**src/hdl/qte_isqrt.sv**
```systemverilog
module qte_isqrt (
  input  logic        clk,
  input  logic        rst_n,
  input  logic        sq_start,
  input  logic [60:0] sq_val,
  output logic        sq_done,
  output logic [30:0] sq_root
);

  logic        busy_r;
  logic        done_r;
  logic [60:0] v_r;
  logic [61:0] res_r;
  logic [61:0] bit_r;
  logic [61:0] trial;

  assign trial   = res_r + bit_r;
  assign sq_done = done_r;
  assign sq_root = res_r[30:0];

  always_ff @(posedge clk) begin
    if (!rst_n) begin
      busy_r <= 1'b0;
      done_r <= 1'b0;
    end else begin
      done_r <= 1'b0;
      if (sq_start) begin
        busy_r <= 1'b1;
      end else if (busy_r && bit_r[0]) begin
        busy_r <= 1'b0;
        done_r <= 1'b1;
      end
    end
  end

  // one result bit per cycle
  always_ff @(posedge clk) begin
    if (sq_start) begin
      v_r   <= sq_val;
      res_r <= '0;
      bit_r <= 62'd1 << 60;
    end else if (busy_r) begin
      if ({1'b0, v_r} >= trial) begin
        v_r   <= 61'({1'b0, v_r} - trial);
        res_r <= (res_r >> 1) + bit_r;
      end else begin
        res_r <= res_r >> 1;
      end
      bit_r <= bit_r >> 2;
    end
  end

endmodule

```
**config.mk**
```make
export PLATFORM = sky130hd
export DESIGN_NAME = qte_isqrt
export DESIGN_NICKNAME = d
export VERILOG_FILES = /design/src/hdl/qte_isqrt.sv
export SDC_FILE = /design/constraint.sdc
export NUM_CORES = 1
export LEC_CHECK = 0
export BUFFER_PORTS_ARGS = -buffer_cell sky130_fd_sc_hd__buf_2
export CAP_MARGIN = 10
export CORE_ASPECT_RATIO = 0.75
export CORE_MARGIN = 8
export CORE_UTILIZATION = 43
export CTS_CLUSTER_DIAMETER = 50
export DETAILED_ROUTE_END_ITERATION = 8
export GPL_ROUTABILITY_DRIVEN = 0
export PLACE_DENSITY = 0.66
export SLEW_MARGIN = 20
export SYNTH_ARGS = -nofsm -noshare
export SYNTH_HDL_FRONTEND = slang
export SYNTH_SLANG_ARGS = --single-unit
```
**constraint.sdc**
```tcl
create_clock -name clk -period 16.7 [get_ports clk]
set_input_delay 0.835 -clock clk [delete_from_list [all_inputs] [get_ports clk]]
set_output_delay 0.835 -clock clk [all_outputs]
set_load 0.02 [all_outputs]
```
# Word-level counts from Yosys, hierarchy flattened
# Cells that the tools add are included.
[classes]
order_cmp = 1
addsub = 3
mux = 7
reduce_logical = 6
n_bitwise = 1
[ops]
columns = ["op", "n"]
rows = [
  ["$mux 61", 3],
  ["$add 61x61->62", 1],
  ["$add 62x61->62", 1],
  ["$ge 61x62->1", 1],
  ["$mux 62", 1],
  ["$sub 61x61->61", 1],
  ["$reduce_bool 2->1", 3],
  ["$mux 1", 3],
  ["$reduce_and 2->1", 1],
  ["$reduce_or 2->1", 1],
  ["$logic_and 1x1->1", 1],
  ["$not 1->1", 1],
]
[word_totals]
output_inout_bits = 32
inputBits = 64
word_cells = 23
regBits = 156

# Longest topological paths before layout
[depth]
ltp_word = 5
mapped_depth = 27
mapped_depth_nobuf = 22

# Worst setup path after synthesis
# No wires, ideal clock.
[synth_path]
path_type = "flip-flop to flip-flop"
from = "register res_r[2]"
to = "register v_r[0], enable pin"
setup_slack_ns = 7.063
t_arrival_ns = 9.073
stages_incl_launch_ff = 26
required_time_ns = 16.136
setup_time_ns = 0.564
path_cell_list = "dfxtp_1 > ha_1 > a311oi_2 > o31ai_2 > a31oi_1 > a21oi_1 > nor2b_1 > o21ai_0 > a31oi_1 > o41ai_1 > xnor2_1 > ha_1 > clkbuf_1 > and3_1 > and2_1 > a221oi_1 > nor3_1 > nand2_1 > or3_1 > a21oi_1 > o221ai_2 > buf_6 > buf_6 > buf_6 > buf_2 > o21ai_0"
[synth_via]
elab_chain_cells = 4
[synth_lines]
columns = ["element", "line", "source"]
rows = [
  ["start: declaration", "13", "logic [61:0] res_r;"],
  ["start signal: assignment", "45", "res_r <= (res_r >> 1) + bit_r;"],
  ["start signal: assignment", "47", "res_r <= res_r >> 1;"],
  ["$add 62x61->62", "17", "assign trial = res_r + bit_r;"],
  ["$ge 61x62->1", "43", "if ({1'b0, v_r} >= trial) begin"],
  ["$reduce_bool 2->1 (no source line)", "--", ""],
  ["$reduce_and 2->1 (no source line)", "--", ""],
  ["end signal: assignment", "39", "v_r <= sq_val;"],
  ["end signal: assignment", "44", "v_r <= 61'({1'b0, v_r} - trial);"],
  ["end: declaration", "12", "logic [60:0] v_r;"],
]
# No other way between the ends.
# A chain may end at the register's enable or synchronous reset.

# Final worst setup path
[layout_path]
from = "register res_r[2]"
to = "register res_r[27]"
[layout_via]
elab_chain_cells = 3
[layout_lines]
columns = ["element", "line"]
rows = [
  ["$add 62x61->62", "17"],
  ["$ge 61x62->1", "43"],
  ["$mux 62 *", "43"],
]
# Every way passes the cells marked *; elsewhere a longest branch is shown, timed or not.

==> results.py <==
metrics = {
    "floorplan": {
        "ios": 96,
        "dieArea_mm2": 0.0406,
        "initial_core_util": 0.439,
        "fp.dieW_um": 230,
        "fp.coreArea_mm2": 0.0337,
        "std_cell_rows": 58,
        "fp.dieH_um": 177,
    },
    "critical_path": {
        "crit_fanout": 63,
        "cp-start-kind": "register",
        "endpoint": "res_r[27]$_SDFFE_PP0P_",
        "path_buf_inv": 2,
        "slowest_delay_ns": 0.64,
        "crit_path_start": "res_r[2]$_SDFFE_PP0P_",
        "r2r_slack_ns": 9.57,
        "worstPathCellList": "ha_1 -> a311oi_2 -> o31ai_2 -> a31oi_1 -> a21oi_1 -> nor2b_1 -> o21ai_0 -> a31oi_1 -> o41ai_1 -> xnor2_1 -> ha_1 -> and3_1 -> and2_1 -> a221oi_1 -> nor4_1 -> o31ai_1 -> a21oi_1 -> o221ai_4 -> buf_4 -> buf_4 -> o21ai_1 -> a311oi_1",
        "crit_family": "compound AO/OA/AOI/OAI gates",
        "r2r_cells": 22,
        "r2r-start": "res_r[2]$_SDFFE_PP0P_",
        "cp-end-kind": "register",
        "cp.depth": 22,
        "critical_path_class": "register to register",
        "cp.arrival_ns": 7.49,
        "critPathRequiredTime_ns": 17.06,
        "reg2reg_to": "res_r[27]$_SDFFE_PP0P_",
        "slowest_stage": "buf_4",
    },
    "drt": {
        "route.met2.wl_um": 18900,
        "wl_per_cell_um": 19.4,
        "wl_met3_um": 4010,
        "drtAntennaViolNets": 0,
        "met1_length_um": 21500,
        "num_vias": 14578,
        "avgViaCountPerCell": 6.27,
        "routed_wl_um": 45100,
        "drt-pass1-iter-count": 5,
        "drc": 0,
        "drtIter0Drc": 1357,
        "dr.max_layer_used": "met4",
    },
    "global_route": {
        "grt_pass1_wl_um": 72700,
        "grt_pass1_vias": 13519,
        "antenna_found_initial": 0,
        "grt_overflow": 0,
        "track_usage": 0.217,
        "grt_start_max_net_pins": 90,
    },
    "worst_hold_path": {
        "hold_start": "res_r[0]$_SDFFE_PP0P_",
        "worstHoldPathType": "register to register",
        "holdPathStages": 2,
    },
    "placement": {
        "place_area_mm2": 0.0152,
        "dp_cells": 2294,
        "numPortBuffers": 95,
        "dp_hpwl_um": 34400,
    },
    "synth": {
        "synth_top_flop_cell": "dfxtp_1",
        "avgSynthCellArea_um2": 7.89,
        "async_flop_share": 0,
        "synthesis.nets": 2064,
        "syn_inst": 1874,
        "synth_cell_types": 85,
        "ys_warn_count": 0,
        "synth_area_mm2": 0.0148,
        "synth_seq_cells": 156,
        "seq_area_frac_synth": 0.253,
        "synth_edf_count": 61,
    },
    "clocking": {
        "cts_tree": "done",
        "clock_latency_ns": 0.46,
        "cts_sinks": 156,
        "cts_root_buf": "clkbuf_16",
        "cts_hold_buf": 0,
        "post-cts-setup-buffers": 0,
        "cts_resized": 0,
        "ctsHtreeMaxLevel": 4,
        "cts_made_buffers": 17,
        "cts_max_path_buffers": 2,
        "path_clk_slew_ns": 0.07,
    },
    "power_and_ir_drop": {
        "ir_worst_vdd_v": 0.0000781,
        "leakage_uw": 0.00614,
        "cellPowerDensity_mw_per_mm2": 126,
    },
    "finish": {
        "fin_nets": 2053,
        "num_antenna_cells": 0,
        "area_growth_pct": 7.10,
        "final_area_mm2": 0.0158,
        "layout.cells.non_filler": 2326,
        "layout-drive-gt1-share": 0.0975,
        "final_core_util": 0.470,
    },
    "timing": {
        "period_share": 0.427,
        "slew_headroom": 0.271,
        "fmax_mhz": 140,
        "tightest_slew_ns": 1.08,
        "setup_viol": 0,
        "rsz0062_at_grt": "false",
        "layout_min_cycle_time_ns": 7.13,
        "slew_viol_final": 0,
        "hold_violations": 0,
        "fin_skew_ns": 0.00786,
        "fin_tns_setup_ns": 0,
    },
    "outcome": {
        "outcome": "completed",
    },
    "run": {
        "drv_cap": 0,
    },
}
[metal layers]
| layer | vias to the layer above | track usage |
|---|---|---|
| met3 | 62 | 0.0411 |
| met4 | 0 | 0.0559 |
| met1 | 6923 | 0.317 |
| met5 | - | 0 |
| li1 | 6974 | - |
| met2 | 619 | 0.322 |
[where the power goes]
part           internal, uW  switching, uW
sequential              489           67.7
combinational           389            640
clock                   216            185
[layout by cell type, fill, tap and decap left out, types with 30 or more instances in the layout]
cell / n
a21o_1: 48
a21oi_1: 118
a31oi_1: 64
buf_2: 94
dfxtp_1: 94
edfxtp_1: 61
ha_1: 125
inv_1: 45
mux2i_1: 49
nand2_1: 198
nand3_1: 66
nand4_1: 42
nor2_1: 175
nor3_1: 30
o21ai_0: 129
xnor2_1: 72
xor2_1: 53
[synthesized netlist by cell type (16+ instances only)]
library cell | count | area (um^2)
nand2_1 | 198 | 743
nor2_1 | 177 | 664
o21ai_0 | 130 | 651
ha_1 | 125 | 1560
a21oi_1 | 118 | 591
dfxtp_1 | 95 | 1900
clkbuf_1 | 80 | 300
xnor2_1 | 72 | 631
nand3_1 | 66 | 330
a31oi_1 | 64 | 400
edfxtp_1 | 61 | 1830
xor2_1 | 53 | 464
mux2i_1 | 49 | 490
a21o_1 | 48 | 360
inv_1 | 45 | 169
nand4_1 | 42 | 263
buf_4 | 35 | 263
nor3_1 | 30 | 150
o31ai_1 | 26 | 195
and3_1 | 22 | 138
a211oi_1 | 21 | 158
o21bai_1 | 20 | 150
a31o_2 | 16 | 140
or4_1 | 16 | 120
[stage by stage]
| stage | hold WS [ns] | total power, uW | worst slack [ns] |
|---|---|---|---|
| after floorplan | 0.482 | 1350 | 7.06 |
| after global placement | 0.519 | 1550 | 9.90 |
| after detailed placement | 0.523 | 1570 | 9.69 |
| after CTS | 0.532 | 1980 | 9.66 |
| after global routing | 0.569 | 2120 | 9.06 |
| final | 0.530 | 1990 | 9.57 |
[worst min path at each step]
| stage | to | slack, ns |
|---|---|---|
| 6_report | res_r[0]$_SDFFE_PP0P_ | 0.53 |
| 3_5_place_dp | res_r[0]$_SDFFE_PP0P_ | 0.52 |
| 5_1_grt | res_r[0]$_SDFFE_PP0P_ | 0.57 |
| 2_1_floorplan | bit_r[60]$_SDFFE_PP1P_ | 0.48 |
| 4_1_cts | res_r[0]$_SDFFE_PP0P_ | 0.53 |
| 3_3_place_gp | res_r[0]$_SDFFE_PP0P_ | 0.52 |
[area by class of cell]
| type | count | area, um^2 |
|---|---|---|
| flip-flops and latches | 156 | 3740 |
| repair buffers | 105 | 557 |
| clock inverters | 13 | 128 |
| fillers | 3355 | 17800 |
| inverters | 46 | 173 |
| multi-input cells | 1537 | 10200 |
| clock buffers | 19 | 453 |
| well taps | 450 | 563 |
[worst min-delay path: cells and delay by family, from the launching register on]
kind,cells,cell delay (ns)
and+or+nand+nor,1,0.09
DFF,1,0.34
AOI/OAI and AO/OA,1,0.05
[sequential cells by signal (all words and copies together), names as in the netlist]
register  flops
bit_r        31
v_r          61
busy_r        1
res_r        62
sq_done       1
[kinds of logic (layout without fill, tap and decap cells)]
logic type	Yosys count	after routing	synth area share
buffers and inverters	181	183	0.0583
xor gates and xnor gates	125	125	0.0741
adders and majority gates	126	126	0.107
and+or+nand+nor	637	637	0.203
muxes	55	55	0.0378
DFF	156	156	0.253
AOI/OAI and AO/OA	594	594	0.267
No activity file was read; power rests on OpenSTA's default activity.
